### src/sv/rcc_pkg.sv
// Shared types, register codes and calibration constants of the radiometric count calibration unit.
`default_nettype none

package rcc_pkg;

	localparam int OUT_W      = 18;
	localparam int CFG_IDX_W  = 3;
	localparam int CFG_DATA_W = 24;
	localparam int GAIN_W     = 24;
	localparam int SPACE_W    = 16;
	localparam int MANT_W     = 32;
	localparam int FRAC_W     = 16;
	localparam int A_W        = 28;
	localparam int K_W        = 21;
	localparam int NUM_W      = 37;
	localparam int QUO_W      = 18;
	localparam int MUL_W      = 16;

	localparam logic [OUT_W-1:0] OUT_MAX = 18'h3FFFF;
	localparam logic [OUT_W-1:0] ONE_Q8  = 18'd256;

	localparam logic [CFG_IDX_W-1:0] REG_SATELLITE = 3'd0;
	localparam logic [CFG_IDX_W-1:0] REG_BAND      = 3'd1;
	localparam logic [CFG_IDX_W-1:0] REG_COEFFS    = 3'd2;
	localparam logic [CFG_IDX_W-1:0] REG_GAIN      = 3'd3;
	localparam logic [CFG_IDX_W-1:0] REG_SPACE     = 3'd4;

	localparam logic [2:0] SAT_FIRST  = 3'd0;
	localparam logic [2:0] SAT_EAST   = 3'd1;
	localparam logic [2:0] SAT_WEST   = 3'd2;
	localparam logic [2:0] SAT_TABLED = 3'd3;
	localparam logic [2:0] SAT_FIFTH  = 3'd4;

	localparam logic [1:0] BAND_IR  = 2'd0;
	localparam logic [1:0] BAND_WV  = 2'd1;
	localparam logic [1:0] BAND_VIS = 2'd2;
	localparam logic [1:0] BAND_HRV = 2'd3;

	// Default gain (Q0.24) and space count (Q8.8) of the fifth satellite.
	localparam logic [GAIN_W-1:0]  FIFTH_IR_GAIN  = 24'd1241514;
	localparam logic [SPACE_W-1:0] FIFTH_IR_SPACE = 16'd1280;
	localparam logic [GAIN_W-1:0]  FIFTH_WV_GAIN  = 24'd130862;
	localparam logic [SPACE_W-1:0] FIFTH_WV_SPACE = 16'd1536;

	localparam logic [MUL_W-1:0] PCT_MUL  = 16'd25600;
	localparam logic [MUL_W-1:0] WEST_MUL = 16'd40704;
	localparam logic [OUT_W-1:0] WEST_OFS = 18'd40730;

	localparam int               EAST_KNEE = 79;
	localparam logic [OUT_W-1:0] EAST_BASE = 18'd163;
	localparam logic [OUT_W-1:0] EAST_OFS  = 18'd405;

	// ln(2) in Q0.32 and ln(2^32) in Q.16.
	localparam logic [31:0]    LN2_Q32    = 32'd2977044472;
	localparam logic [K_W-1:0] LN_2POW32  = 21'd1453635;

	typedef enum logic [2:0] {
		MODE_FALLBACK,
		MODE_PERCENT,
		MODE_EAST,
		MODE_WEST,
		MODE_LOG
	} mode_t;

	typedef enum logic [1:0] {
		LAW_FIRST_IR,
		LAW_FIRST_WV,
		LAW_FIFTH_IR,
		LAW_FIFTH_WV
	} law_t;

	// Control that travels with every pixel; done means the value is already final.
	typedef struct packed {
		mode_t            mode;
		law_t             law;
		logic             done;
		logic             clip;
		logic [OUT_W-1:0] val;
	} side_t;

	function automatic logic [A_W-1:0] law_a(input law_t law);
		logic [A_W-1:0] a;
		case (law)
			LAW_FIRST_IR: a = 28'd82283495;
			LAW_FIRST_WV: a = 28'd146373883;
			LAW_FIFTH_IR: a = 28'd83374899;
			LAW_FIFTH_WV: a = 28'd148432486;
			default:      a = 28'd82283495;
		endcase
		return a;
	endfunction

	// B plus ln(2^32), both in Q.16.
	function automatic logic [K_W-1:0] law_k(input law_t law);
		logic [K_W-1:0] b;
		case (law)
			LAW_FIRST_IR: b = 21'd456249;
			LAW_FIRST_WV: b = 21'd606057;
			LAW_FIFTH_IR: b = 21'd441372;
			LAW_FIFTH_WV: b = 21'd597190;
			default:      b = 21'd456249;
		endcase
		return b + LN_2POW32;
	endfunction

endpackage

`default_nettype wire

### src/sv/rcc_sq_stage.sv
// One squaring step of the log2 fraction search: yields one fraction bit per stage.
`default_nettype none

module rcc_sq_stage #(
	parameter int FRAC_BIT = 15
) (
	input  logic                         clk,
	input  logic                         en,
	input  logic [rcc_pkg::MANT_W-1:0]   m_in,
	input  logic [rcc_pkg::FRAC_W-1:0]   frac_in,
	output logic [rcc_pkg::MANT_W-1:0]   m_s,
	output logic [rcc_pkg::FRAC_W-1:0]   frac_s
);
	import rcc_pkg::*;

	logic [2*MANT_W-1:0] sq;
	logic [MANT_W:0]     top;

	always_comb begin
		sq  = (2*MANT_W)'(m_in) * (2*MANT_W)'(m_in);
		top = sq[2*MANT_W-1:MANT_W-1];
	end

	// A square at or above 2.0 sets this bit and renormalizes by one place.
	always_ff @(posedge clk) begin
		if (en) begin
			if (top[MANT_W]) begin
				m_s    <= top[MANT_W:1];
				frac_s <= frac_in | (FRAC_W'(1) << FRAC_BIT);
			end else begin
				m_s    <= top[MANT_W-1:0];
				frac_s <= frac_in;
			end
		end
	end

endmodule

`default_nettype wire

### config.mk
export PLATFORM = sky130hd
export DESIGN_NAME = rcc_sq_stage
export DESIGN_NICKNAME = d
export VERILOG_FILES = /design/src/sv/rcc_pkg.sv /design/src/sv/rcc_sq_stage.sv
export SDC_FILE = /design/constraint.sdc
export NUM_CORES = 2
export LEC_CHECK = 0
export BUFFER_PORTS_ARGS = -buffer_cell sky130_fd_sc_hd__buf_4
export CORE_MARGIN = 3
export CORE_UTILIZATION = 34
export CTS_CLUSTER_SIZE = 10
export DETAILED_ROUTE_END_ITERATION = 8
export PLACE_DENSITY = 0.56
export SYNTH_ARGS = -nofsm -noshare
export SYNTH_HDL_FRONTEND = slang
export SYNTH_SLANG_ARGS = --single-unit
export TNS_END_PERCENT = 20
### constraint.sdc
create_clock -name clk -period 11.77 [get_ports clk]
set_clock_uncertainty 0.2 [all_clocks]
set_input_delay 1.177 -clock clk [delete_from_list [all_inputs] [get_ports clk]]
set_output_delay 1.177 -clock clk [all_outputs]
set_load 0.005 [all_outputs]
==> run_results.csv <==
group,metric,value,unit
route,vias_per_cell,4.81,
final_layout,design.final.nets,4405,
sta,timing_hold_violations_final,0,
sta,total_negative_slack,0,ns
grt,grtUsageTotal,0.180,
yosys,synth-async-reset-ratio,0,
cts,postCtsHoldBufs,0,
cts,clock_tree_from_tritoncts,"built",
critical_path,crit_chain,"buf_4, clkinv_1, nor2_1, fa_1, fa_1, fa_1, inv_1, fa_1, inv_1, fa_1, fa_1, fa_1, fa_1, ha_1, a21oi_1, o21ai_0, a2111oi_0, nand3_1, o21ai_0, o21ai_0, or3_1, nand3_1, o41ai_2",
route,routed-via-count,21400,
critical_path,crit_path_max_fo,26,
cts,cts_made_buffers,5,
critical_path,critical_path_required,11.58,ns
sta,worst-slew-pin-transition,1.05,ns
floorplan,starting_density,0.345,
grt,grt_pass1_wl,132000,um
route,routed_wire_length_per_instance,18.7,um
final_layout,final.fill_count,9363,
yosys,yosys-top-cells-area,"sky130_fd_sc_hd__fa_1, sky130_fd_sc_hd__ha_1, sky130_fd_sc_hd__inv_1",
cts,cts_root_buffer,"sky130_fd_sc_hd__clkbuf_16",
yosys,synth-warning-count,0,
floorplan,fp.dieArea,0.0955,mm2
place,portBuffers,97,
cts,deepest_level_of_the_cts_h_tree,2,
final_layout,p_r_area_growth_vs_syn,6.12,%
min_path,timing.hold.worst_path_depth,1,
floorplan,rows,110,
critical_path,setup.worst_path.start_class,"input port",
outcome,status,"complete, no violations",
final_layout,antenna_cells_inserted,0,
critical_path,cp_data_arrival_time,10.09,ns
cts,postCtsResizedCells,0,
yosys,synth.top_cell.area_share,0.507,
critical_path,timing.critical_path.to_type,"flop",
grt,antenna_found_initial,2,
yosys,synth_top_area_cell,"sky130_fd_sc_hd__fa_1",
min_path,hold_path_class,"input port to flop",
sta,worst_slew_margin_rel,0.281,
cts,clock_sinks,48,
critical_path,critPathMaxStageDelay,0.95,ns
place,dp.final_hpwl,67500,um
yosys,synth_edf_count,48,
critical_path,timing_worst_setup_path_type,"input port to flop",
yosys,syn_inst,3278,
route,antenna_violating_nets_post_route,0,
grt,maximum_number_of_pins_on_one_net_before_global_route_repair,49,
grt,first_global_vias,23700,
cts,worst_setup_hold_path_clk_slew,0.07,ns
yosys,synth.ff_latch_count,48,
floorplan,design.portCount,98,
yosys,yosys.cell_count.top_type,"sky130_fd_sc_hd__inv_1",
floorplan,fp.dieW,309,um
sta,endpoints_failing_setup,0,
yosys,ys_seq_area_frac,0.0462,
place,place.gp.congestion,0.900,
sta,fmaxAchievable,0.0973,GHz
sta,timing.final.crit_share,0.873,
yosys,combined_area_of_all_synthesized_cells,0.0312,mm2
sta,drv_slew,0,
sta,min_period,10.28,ns
critical_path,crit_path_frequent_cell,"sky130_fd_sc_hd__fa_1",
final_layout,proportion_of_layout_cells_with_a_drive_suffix_above_1,0.0438,
route,detailedRoute.firstIterationViolations,1252,
cts,clock_path_buffers,2,
route,firstDrtPassIters,5,
floorplan,core_area,0.0906,mm2
sta,rsz0062_at_grt,"no",
yosys,synth_top_cells_by_count,"sky130_fd_sc_hd__inv_1, sky130_fd_sc_hd__fa_1, sky130_fd_sc_hd__ha_1",
yosys,synthesis.nets,4419,
yosys,synth_cell_type_count,67,
grt,globalRoute.totalOverflow,0,
route,finalWirelength,83100,um
run,max_cap_viol_count,0,
route,route.detailed.drc,0,
yosys,syn_area_per_cell,9.52,um2
yosys,synth_top_flop_cell,"sky130_fd_sc_hd__edfxtp_1",
critical_path,critical-path-slowest-cell,"sky130_fd_sc_hd__a2111oi_0",
cts,cts.repair_timing.setup_buffer_count,0,
floorplan,die_height,309,um
## worst max-delay path, delay by kind of cell
family                     cells  cell delay, ns
AOI/OAI and AO/OA              6            2.52
adders and majority gates      9            4.28
buffers and inverters          4            0.99
and+or+nand+nor                4            1.09
## layout by cell type, fill, tap and decap left out, types with 5 or more instances in the layout
cell type                   instances
sky130_fd_sc_hd__or2_2              8
sky130_fd_sc_hd__nand2_1          299
sky130_fd_sc_hd__a21oi_1           67
sky130_fd_sc_hd__o31ai_1           14
sky130_fd_sc_hd__fa_1             791
sky130_fd_sc_hd__ha_1             300
sky130_fd_sc_hd__nand3_1           14
sky130_fd_sc_hd__a211oi_1          14
sky130_fd_sc_hd__buf_4             98
sky130_fd_sc_hd__a31o_2            13
sky130_fd_sc_hd__and2_1           237
sky130_fd_sc_hd__nand4_1           18
sky130_fd_sc_hd__mux2_1            12
sky130_fd_sc_hd__inv_1            978
sky130_fd_sc_hd__a21o_1            35
sky130_fd_sc_hd__or3_1              6
sky130_fd_sc_hd__o211ai_1           6
sky130_fd_sc_hd__nor2_1            55
sky130_fd_sc_hd__nor3_1            14
sky130_fd_sc_hd__xor2_1            34
sky130_fd_sc_hd__o21a_1             5
sky130_fd_sc_hd__nor3b_1            5
sky130_fd_sc_hd__nand2b_1           5
sky130_fd_sc_hd__and3_1            11
sky130_fd_sc_hd__mux2_2             5
sky130_fd_sc_hd__a31oi_1           13
sky130_fd_sc_hd__xnor2_1           34
sky130_fd_sc_hd__o21bai_1          11
sky130_fd_sc_hd__o21ai_0           40
sky130_fd_sc_hd__or4_1              5
sky130_fd_sc_hd__clkbuf_16          5
sky130_fd_sc_hd__nor2b_1            8
sky130_fd_sc_hd__edfxtp_1          48
## layout make-up
| type | count | area, um2 | area share |
|---|---|---|---|
| Clock inverter | 3 | 46.3 | 0.00140 |
| Tap cell | 1176 | 1470 | 0.0444 |
| Timing Repair Buffer | 98 | 736 | 0.0222 |
| Sequential cell | 48 | 1440 | 0.0435 |
| Inverter | 979 | 3670 | 0.111 |
| Multi-Input combinational cell | 2132 | 25600 | 0.774 |
| Clock buffer | 5 | 125 | 0.00378 |
## per-stage QoR
step / cell area (um2) / std cells / util / hold WS, ns / setup WS [ns]
finish: 33100 / 4441 / 0.366 / 0.859 / 1.49
floorplan: 31200 / 3278 / - / 1.08 / 2.84
CTS: 33100 / 4441 / 0.366 / 0.851 / 1.69
global placement: 33000 / 4433 / 0.364 / 1.16 / 1.49
global route: 33100 / 4441 / 0.366 / 0.847 / 1.19
detailed placement: 33000 / 4433 / 0.364 / 1.16 / 1.43
## cells by family after synthesis
logic type,count (synthesis),synth area share
fa+ha+maj,1091,0.627
flops,48,0.0462
buf+inv,1098,0.133
simple gates,694,0.111
mux,21,0.00741
xor+xnor,68,0.0191
compound gates,258,0.0563
## worst paths after layout
kind	from	to
setup / recovery	m_in[16]	m_s[30]
hold / removal	frac_in[12]	frac_s[12]
## routing by layer
| layer | share of wire | vias up | wire [um] | track usage |
|---|---|---|---|---|
| met2 | 0.51 | 570 | 42000 | 0.318 |
| met1 | 0.41 | 11100 | 33800 | 0.233 |
| met4 | 0.033 | 0 | 2780 | 0.0498 |
| met3 | 0.055 | 109 | 4560 | 0.0228 |
| met5 | 0 | - | 0 | 0 |
| li1 | - | 9625 | - | - |
## registers in the layout, summed over array words and instances, names as in the netlist
name and count:
m_s 32, frac_s 16
Power is left out: the tool's default activity adds up to more than one toggle a clock period on the data nets, which glitch-free logic cannot reach.
