<file path="src/sv/rcc_pkg.sv">
// Shared types, register codes and calibration constants of the radiometric count calibration unit.
`default_nettype none

package rcc_pkg;

	localparam int OUT_W      = 18;
	localparam int CFG_IDX_W  = 3;
	localparam int CFG_DATA_W = 24;
	localparam int GAIN_W     = 24;
	localparam int SPACE_W    = 16;
	localparam int MANT_W     = 32;
	localparam int FRAC_W     = 16;
	localparam int A_W        = 28;
	localparam int K_W        = 21;
	localparam int NUM_W      = 37;
	localparam int QUO_W      = 18;
	localparam int MUL_W      = 16;

	localparam logic [OUT_W-1:0] OUT_MAX = 18'h3FFFF;
	localparam logic [OUT_W-1:0] ONE_Q8  = 18'd256;

	localparam logic [CFG_IDX_W-1:0] REG_SATELLITE = 3'd0;
	localparam logic [CFG_IDX_W-1:0] REG_BAND      = 3'd1;
	localparam logic [CFG_IDX_W-1:0] REG_COEFFS    = 3'd2;
	localparam logic [CFG_IDX_W-1:0] REG_GAIN      = 3'd3;
	localparam logic [CFG_IDX_W-1:0] REG_SPACE     = 3'd4;

	localparam logic [2:0] SAT_FIRST  = 3'd0;
	localparam logic [2:0] SAT_EAST   = 3'd1;
	localparam logic [2:0] SAT_WEST   = 3'd2;
	localparam logic [2:0] SAT_TABLED = 3'd3;
	localparam logic [2:0] SAT_FIFTH  = 3'd4;

	localparam logic [1:0] BAND_IR  = 2'd0;
	localparam logic [1:0] BAND_WV  = 2'd1;
	localparam logic [1:0] BAND_VIS = 2'd2;
	localparam logic [1:0] BAND_HRV = 2'd3;

	// Default gain (Q0.24) and space count (Q8.8) of the fifth satellite.
	localparam logic [GAIN_W-1:0]  FIFTH_IR_GAIN  = 24'd1241514;
	localparam logic [SPACE_W-1:0] FIFTH_IR_SPACE = 16'd1280;
	localparam logic [GAIN_W-1:0]  FIFTH_WV_GAIN  = 24'd130862;
	localparam logic [SPACE_W-1:0] FIFTH_WV_SPACE = 16'd1536;

	localparam logic [MUL_W-1:0] PCT_MUL  = 16'd25600;
	localparam logic [MUL_W-1:0] WEST_MUL = 16'd40704;
	localparam logic [OUT_W-1:0] WEST_OFS = 18'd40730;

	localparam int               EAST_KNEE = 79;
	localparam logic [OUT_W-1:0] EAST_BASE = 18'd163;
	localparam logic [OUT_W-1:0] EAST_OFS  = 18'd405;

	// ln(2) in Q0.32 and ln(2^32) in Q.16.
	localparam logic [31:0]    LN2_Q32    = 32'd2977044472;
	localparam logic [K_W-1:0] LN_2POW32  = 21'd1453635;

	typedef enum logic [2:0] {
		MODE_FALLBACK,
		MODE_PERCENT,
		MODE_EAST,
		MODE_WEST,
		MODE_LOG
	} mode_t;

	typedef enum logic [1:0] {
		LAW_FIRST_IR,
		LAW_FIRST_WV,
		LAW_FIFTH_IR,
		LAW_FIFTH_WV
	} law_t;

	// Control that travels with every pixel; done means the value is already final.
	typedef struct packed {
		mode_t            mode;
		law_t             law;
		logic             done;
		logic             clip;
		logic [OUT_W-1:0] val;
	} side_t;

	function automatic logic [A_W-1:0] law_a(input law_t law);
		logic [A_W-1:0] a;
		case (law)
			LAW_FIRST_IR: a = 28'd82283495;
			LAW_FIRST_WV: a = 28'd146373883;
			LAW_FIFTH_IR: a = 28'd83374899;
			LAW_FIFTH_WV: a = 28'd148432486;
			default:      a = 28'd82283495;
		endcase
		return a;
	endfunction

	// B plus ln(2^32), both in Q.16.
	function automatic logic [K_W-1:0] law_k(input law_t law);
		logic [K_W-1:0] b;
		case (law)
			LAW_FIRST_IR: b = 21'd456249;
			LAW_FIRST_WV: b = 21'd606057;
			LAW_FIFTH_IR: b = 21'd441372;
			LAW_FIFTH_WV: b = 21'd597190;
			default:      b = 21'd456249;
		endcase
		return b + LN_2POW32;
	endfunction

endpackage

`default_nettype wire

</file>
<file path="src/sv/rcc_div_step.sv">
// One restoring division step of the temperature divider: one quotient bit per stage.
`default_nettype none

module rcc_div_step #(
	parameter int REM_W = 41,
	parameter int DEN_W = 23,
	parameter int SHIFT = 0
) (
	input  logic                       clk,
	input  logic                       en,
	input  logic [REM_W-1:0]           rem_in,
	input  logic [DEN_W-1:0]           den_in,
	input  logic [rcc_pkg::QUO_W-1:0]  quo_in,
	output logic [REM_W-1:0]           rem_s,
	output logic [DEN_W-1:0]           den_s,
	output logic [rcc_pkg::QUO_W-1:0]  quo_s
);
	import rcc_pkg::*;

	logic [REM_W-1:0] trial;

	assign trial = REM_W'(den_in) << SHIFT;

	always_ff @(posedge clk) begin
		if (en) begin
			den_s <= den_in;
			if (rem_in >= trial) begin
				rem_s <= rem_in - trial;
				quo_s <= quo_in | (QUO_W'(1) << SHIFT);
			end else begin
				rem_s <= rem_in;
				quo_s <= quo_in;
			end
		end
	end

endmodule

`default_nettype wire

</file>
<file path="config.mk">
export PLATFORM = sky130hd
export DESIGN_NAME = rcc_div_step
export DESIGN_NICKNAME = d
export VERILOG_FILES = /design/src/sv/rcc_pkg.sv /design/src/sv/rcc_div_step.sv
export SDC_FILE = /design/constraint.sdc
export NUM_CORES = 1
export LEC_CHECK = 0
export ABC_CLOCK_PERIOD_IN_PS = 2400
export BUFFER_PORTS_ARGS = -buffer_cell sky130_fd_sc_hd__clkbuf_2
export CAP_MARGIN = 40
export CORE_ASPECT_RATIO = 1.2
export CORE_MARGIN = 4
export CORE_UTILIZATION = 40
export CTS_BUF_LIST = sky130_fd_sc_hd__clkbuf_4 sky130_fd_sc_hd__clkbuf_8
export CTS_CLUSTER_DIAMETER = 30
export DETAILED_ROUTE_END_ITERATION = 8
export GPL_TIMING_DRIVEN = 0
export PLACE_DENSITY = 0.71
export SLEW_MARGIN = 20
export SYNTH_ARGS = -nofsm -noshare
export SYNTH_HDL_FRONTEND = slang
export SYNTH_SLANG_ARGS = --single-unit
export TNS_END_PERCENT = 30
</file>
<file path="constraint.sdc">
create_clock -name clk -period 2.4 [get_ports clk]
set_input_delay 0.12 -clock clk [delete_from_list [all_inputs] [get_ports clk]]
set_output_delay 0.12 -clock clk [all_outputs]
set_load 0.01 [all_outputs]
</file>
==> impl_results.md, run 1 <==
* # DRC at 0
* Vias in the first global route at 3758
* Routability cong. at ~0.84
* Pre-CTS setup slack at -0.569 ns
* Top cell type's share of synthesized area at 0.553
* Final Slew Violations at 0
* #FFs+latches synth at 82
* Hold Path Class: primary input to flop
* Worst hold start: quo_in[0]
* Final setup fails at 1
* Peak Freq at 0.416 GHz
* Internal power at approximately 2.6 mW
* Fraction of registers with async set/reset at 0
* # IOs at 166
* Drt initial violations at 138
* Largest net degree at the start of global routing at 45
* Total wire length at 12400 um
* Cell total after placement at ~680
* Least-Margin Pin Slew at between 0.5 and 0.6 ns
* Fill count at between 800 and 900
* Switching portion of total power at 0.290
* Mapped cell area at 4450 sq um
* RSZ-0062 raised after global routing: true
* Clock transition at path regs at 0.09 ns
* PortBufs at 165
* CTS tree: built
* Slack of the critical path at -0.00110 ns
* Number of antenna violations at the first check in global routing at 0
* Share of total power in combinational logic at 0.255
* Initial DRT Pass Iterations at 4
* WS Path Type: primary input to flop
* Static leakage at roughly 2.7 nW
* Hold Fails Final Rpt at 0
* Synth Instances at about 380
* Finished Layout Cells at 750
* Count of cell types in the netlist at 52
* H-tree levels at 3
* Startpoint types: primary input
* Critical-path top delay cell: a211o_4
* Failing checks: negative setup slack
* Die Y at about 120 um
* Xor/xnor share of the synthesized area at 0.0728
* Post-synth EDFFs at 82
* Synth Area in Compound Gates at 0.132
* CTS Sinks at a little over 80
* Via density at between 5 and 6
* First-pass GRT wire length at 18500 um
* Crit. End Element: flop
* Critical Path AT at between 2 and 3 ns
* Crit path max-delay family: compound AO/OA/AOI/OAI gates
* Final ANT Viol Nets at 0
* YS warnings at 0
* DP HPWL at 8960 um
* Total CTS buffers at 9
* Worst Path Buf+Inv at 4
* Multiplexer share of the synthesized area at 0.00506
* NumNets Final at 724
* Syn_nets at 492
* Root Buffer: clkbuf_8
* Max-slew headroom at 0.638
* Minimum clock period at 2.40 ns
* Clock Path Buffers at 2
* Critical Path RT at around 2.5 ns
* Peak supply drop at 0.000262 V
* Sequential Area at about 2500 sq um
* Post-synthesis adder-cell area fraction at 0.0691
* Sequential share of power at 0.499
* Setup crit start: den_in[4]
* Tot GR Track Use at 0.182
* Synthesized area per cell at 11.6 sq um
* Outcome: finished with violations
* Synth area leaders: edfxtp_1, ha_1, xor2_1
* Cell Pwr Density at 554 nW/um^2
* End of the critical path: rem_s[34]
* Diodes inserted at 0
* Layout cell share with drive strength beyond 1 at 0.391
* Crit-path max FO at 7
* Synth Flop Type: edfxtp_1
* Area of the die at roughly 13000 sq um
* Post-synth top cells: edfxtp_1, nand2_1, inv_1, o21ai_0, a21oi_1
* NetSw at approximately 1.0 mW
* Core Region at 10700 sq um
* Grt ovf at 0
* Period utilisation layout at 1.00
* Critical-path cell list: buf_6 > inv_6 > ha_4 > and2_4 > o211ai_1 > a21o_1 > a211o_4 > a2111oi_4 > buf_4 > nor2_4 > buf_8 > nand4b_1 > xnor2_1
* Drt wl/cell at 16.5 um
* Die X at 104 um
* Via count at 3816
* Largest stage delay on the critical path at 0.37 ns
* Cell depth of the worst setup path at 13
* Initial Utilization at 0.415
* Most common cell in the netlist: edfxtp_1
* Synth area leader: edfxtp_1
* Register area share after synthesis at 0.553
* Simple-gate share of the synthesized area at 0.131
* Largest family of logic cells by synthesized area: compound AO/OA/AOI/OAI gates
* Row count at 41
* Area occupied by multi-input gates at between 2000 and 2500 sq um
* Synth-to-Final Area Change at 45.7%
* Max-capacitance violation count at 0
* Clock power frac at 0.245
==> per-stage QoR <==
step | area (sq um) | utilization | hold WS [ns] | total power, mW | setup TNS [ns]
2_1_floorplan | 4520 | - | 0.219 | 2.27 | -0.0748
3_3_place_gp | 5510 | 0.514 | 0.296 | 2.60 | -18.21
3_5_place_dp | 5530 | 0.516 | 0.299 | 2.62 | -19.14
4_1_cts | 6200 | 0.578 | 0.00484 | 3.57 | -0.0118
5_1_grt | 6490 | 0.605 | 0.0316 | 3.79 | -0.285
6_report | 6490 | 0.605 | 0.0426 | 3.60 | -0.00110
==> area by class of cell <==
class / count / share of cell area
Timing Repair Buffer: 221 / 0.220
Clock inverter: 7 / 0.00713
Inverter: 31 / 0.0195
Tap cell: 129 / 0.0249
Buffer: 8 / 0.00906
Clock buffer: 9 / 0.0191
Sequential cell: 82 / 0.379
Multi-Input combinational cell: 263 / 0.321
==> power by group through the flow <==
stage / Sequential, mW / Clock (mW) / Combinational [mW]
CTS: 1.80 / 0.921 / 0.856
global placement: 1.83 / 0 / 0.776
global route: 1.81 / 0.972 / 1.01
finish: 1.80 / 0.882 / 0.919
detailed placement: 1.83 / 0 / 0.790
floorplan: 1.91 / 0 / 0.356
==> placed cells by master (no fill, tap or decap), drive strengths merged, types with 5 or more instances in the layout <==
cell type    Yosys  final
a21oi           24     24
buf              5     26
clkbuf           3    172
clkinv           0      5
dlygate4sd3      0     40
edfxtp          82     82
ha              23     23
inv             31     31
nand2           37     37
nand2b           7      7
nand3            5      5
nand4            5      5
nand4b           8      8
nor2            19     19
nor3            10     10
o21ai           31     31
o31ai            7      7
or3              5      5
xnor2           17     17
xor2            20     20
==> registers in the layout, summed over array words and instances, names as in the netlist <==
register	count
quo_s	18
den_s	23
rem_s	41
==> what timing repair did <==
action / 4_1_cts / 5_1_grt
buffers inserted: 6 / 8
hold buffers: 39 / 1
endpoints found under the setup margin: 33 / 38
gates cloned: 0 / 1
gates resized for setup: 11 / 55
pin swaps: 2 / 19
hold endpoints to repair: 39 / 1
==> layer usage <==
layer / track usage / up-vias / wire [um]
met1: 0.215 / 1807 / 4880
li1: - / 1886 / -
met4: 0.0623 / 0 / 174
met5: 0 / - / 0
met3: 0.0358 / 15 / 503
met2: 0.335 / 108 / 6840
==> kinds of logic (layout without fill, tap and decap cells) <==
kind of cell	after synthesis	in the layout
AOI/OAI and AO/OA	89	89
xor gates and xnor gates	37	37
adders and majority gates	24	24
buffers and inverters	39	276
DFF	82	82
muxes	2	2
and+or+nand+nor	111	111
==> worst min path at each step <==
stage / endpoint / slack (ns) / cells past startpoint
2_1_floorplan: den_s[0] / 0.22 / 0
3_3_place_gp: quo_s[10] / 0.30 / 1
3_5_place_dp: quo_s[5] / 0.30 / 1
4_1_cts: den_s[4] / 0.005 / 1
5_1_grt: quo_s[0] / 0.03 / 2
6_report: quo_s[0] / 0.04 / 2
Power figures use the tool's default switching activity.
==> inputs of run 2 (changes only) <==
--- a/config.mk
+++ b/config.mk
@@ -10,12 +10,11 @@
 export CAP_MARGIN = 40
 export CORE_ASPECT_RATIO = 1.2
 export CORE_MARGIN = 4
-export CORE_UTILIZATION = 40
+export CORE_UTILIZATION = 35
 export CTS_BUF_LIST = sky130_fd_sc_hd__clkbuf_4 sky130_fd_sc_hd__clkbuf_8
-export CTS_CLUSTER_DIAMETER = 30
 export DETAILED_ROUTE_END_ITERATION = 8
 export GPL_TIMING_DRIVEN = 0
-export PLACE_DENSITY = 0.71
+export PLACE_DENSITY = 0.73
 export SLEW_MARGIN = 20
 export SYNTH_ARGS = -nofsm -noshare
 export SYNTH_HDL_FRONTEND = slang
==> impl_results.md, run 2 (synthesis results as in run 1) <==
* Outcome: completed
* DP HPWL at 9670 um (+7.9%)
* Clock Path Buffers at 2 (unchanged)
* Share of total power in combinational logic at 0.229 (-0.026)
* Row count at 44 (+7.3%)
* First-pass GRT wire length at 20600 um (+11%)
* Regs by FF count: rem_s (41), den_s (23), quo_s (18)
* Peak supply drop at 0.000384 V (+47%)
* Peak Freq at 0.421 GHz (+1.0%)
* Finished Layout Cells at 782 (+4.3%)
* Layout cell share with drive strength beyond 1 at 0.391 (unchanged)
* Clock transition at path regs at 0.09 ns (about the same)
* Largest net degree at the start of global routing at 53 (+18%)
* Initial Utilization at 0.363 (-0.0526)
* CTS tree: built
* Die X at 111 um (+6.4%)
* Setup TNS at 0 ns (+0.00110 ns)
* Critical Path RT at 2.49 ns (-0.03 ns)
* Hold Path Class: primary input to flop
* Total wire length at 13000 um (+4.8%)
* Final setup fails at 0 (-1)
* Routability cong. at 0.813 (-3.5%)
* # IOs at 166 (unchanged)
* Root Buffer: clkbuf_8
* WHS Endpoint: quo_s[0]
* WS Path Type: primary input to flop
* Max FFs per register at 41 (unchanged)
* Most frequent cells in the layout: clkbuf_2, edfxtp_1, dlygate4sd3_1
* NumNets Final at 724 (unchanged)
* Switching portion of total power at 0.262 (-0.0284)
* Static leakage at 2.77 nW (+1.4%)
* Final Instance Area at 6610 sq um (+1.8%)
* Minimum clock period at 2.38 ns (-0.0245 ns)
* Max-slew headroom at 0.515 (-0.123)
* Vias in the first global route at 4058 (+8.0%)
* Startpoint types: primary input
* Initial DRT Pass Iterations at 4 (unchanged)
* Internal power at 2.98 mW (+17%)
* Sequential share of power at 0.445 (-0.054)
* Commonest non-fill, non-tap cell in the layout: clkbuf_2
* Synth-to-Final Area Change at 48.3%
* Power Total at 4.04 mW (+12%)
* Fin util at 0.538 (-0.0673)
* Core Region at 12300 sq um (+15%)
* Final Slew Violations at 0 (unchanged)
* Least-Margin Pin Slew at 0.728 ns (+0.185 ns)
* Grt ovf at 0 (unchanged)
* Largest Register: rem_s
* Via count at 3848 (+0.84%)
* Hold slack at 0.0591 ns (+0.0164 ns)
* Pre-CTS setup slack at -0.627 ns (-0.0579 ns)
* Clock power frac at 0.326 (+0.081)
* CTS Sinks at 82 (unchanged)
* Cell total after placement at 711 (+4.7%)
* RSZ-0062 raised after global routing: true
* Post-Place Cell Area at 5570 sq um (+0.72%)
* Crit-path max FO at 3 (-4)
* Cell Pwr Density at 611 nW/um^2 (+10%)
* Max-capacitance violation count at 0 (unchanged)
* Crit. End Element: flop
* Hold Fails Final Rpt at 0 (unchanged)
* Drt initial violations at 133 (-3.6%)
* H-tree levels at 3 (unchanged)
* Worst hold start: quo_in[0]
* Period utilisation layout at 0.990 (-0.0102)
* Total CTS buffers at 9 (unchanged)
* Die Y at 132 um (+6.5%)
* # DRC at 0 (unchanged)
* Drt wl/cell at 16.6 um (+0.47%)
* Slack of the critical path at 0.0234 ns (+0.0245 ns)
* Diodes inserted at 0 (unchanged)
* Area of the die at 14600 sq um (+13%)
* Critical Path AT at 2.47 ns (-0.05 ns)
* Tot GR Track Use at 0.174 (-0.00826)
* Hold depth at 2 (unchanged)
* Number of antenna violations at the first check in global routing at 0 (unchanged)
* Final ANT Viol Nets at 0 (unchanged)
* PortBufs at 165 (unchanged)
* Via density at 4.92 (-3.3%)
* NetSw at 1.06 mW (+1.2%)
[run 2: changes by cell type in the layout (fill, tap and decap cells not counted), moves of 2 or more]
cell | before | now
buf_6 | 7 | 5
bufinv_16 | 0 | 4
clkinv_2 | 2 | 0
clkinvlp_4 | 2 | 0
o21ai_0 | 20 | 24
o21ai_1 | 9 | 4
[run 2: routing by layer]
layer | GRT usage | routed length (um) | vias up | part of all wire
li1 | - | - | 1895 | -
met1 | 0.202 | 5130 | 1818 | 0.40
met2 | 0.320 | 6960 | 116 | 0.54
met3 | 0.0396 | 673 | 19 | 0.052
met4 | 0.0493 | 223 | 0 | 0.017
met5 | 0 | 0 | - | 0
[run 2: worst max path at each step]
stage / from / cells past startpoint / slack, ns / end
detailed placement: den_in[1] / 13 / -0.63 / rem_s[16]
global route: den_in[22] / 13 / -0.08 / rem_s[38]
floorplan: den_in[1] / 10 / -0.02 / rem_s[29]
CTS: den_in[9] / 12 / 0.01 / rem_s[17]
global placement: rem_in[31] / 9 / -0.62 / rem_s[3]
finish: den_in[1] / 13 / 0.02 / rem_s[26]
[run 2: critical path, cell delays in order]
cell and delay (ns):
buf_8 0.09, inv_4 0.04, ha_4 0.25, nor2b_4 0.15, o211ai_1 0.15, a21o_1 0.24
a211o_4 0.36, a2111oi_4 0.34, buf_4 0.19, buf_4 0.12, o21ai_2 0.07, nor4b_2 0.26
xor2_1 0.10
[run 2: repair_timing]
item	CTS	global route
resized for setup	23	30
setup buffers	7	7
hold endpoints to repair	40	0
gates cloned	0	1
pin swaps	9	18
hold buffers	40	0
setup endpoints to repair	41	37
[run 2: final cells by class]
cell class / count / area (sq um)
sequential: 82 / 2460
fill: 1093 / 5670
timing repair buffer: 221 / 1440
tap: 161 / 201
buffer: 8 / 55.1
multi-input combinational: 263 / 2060
clock inverter: 7 / 141
clock buffer: 9 / 124
inverter: 31 / 124
[run 2: power groups by stage]
stage | clock network [mW] | registers, mW | logic (mW)
global route | 1.41 | 1.81 | 1.01
floorplan | 0 | 1.91 | 0.356
global placement | 0 | 1.83 | 0.782
detailed placement | 0 | 1.83 | 0.803
CTS | 1.34 | 1.80 | 0.891
finish | 1.32 | 1.80 | 0.923
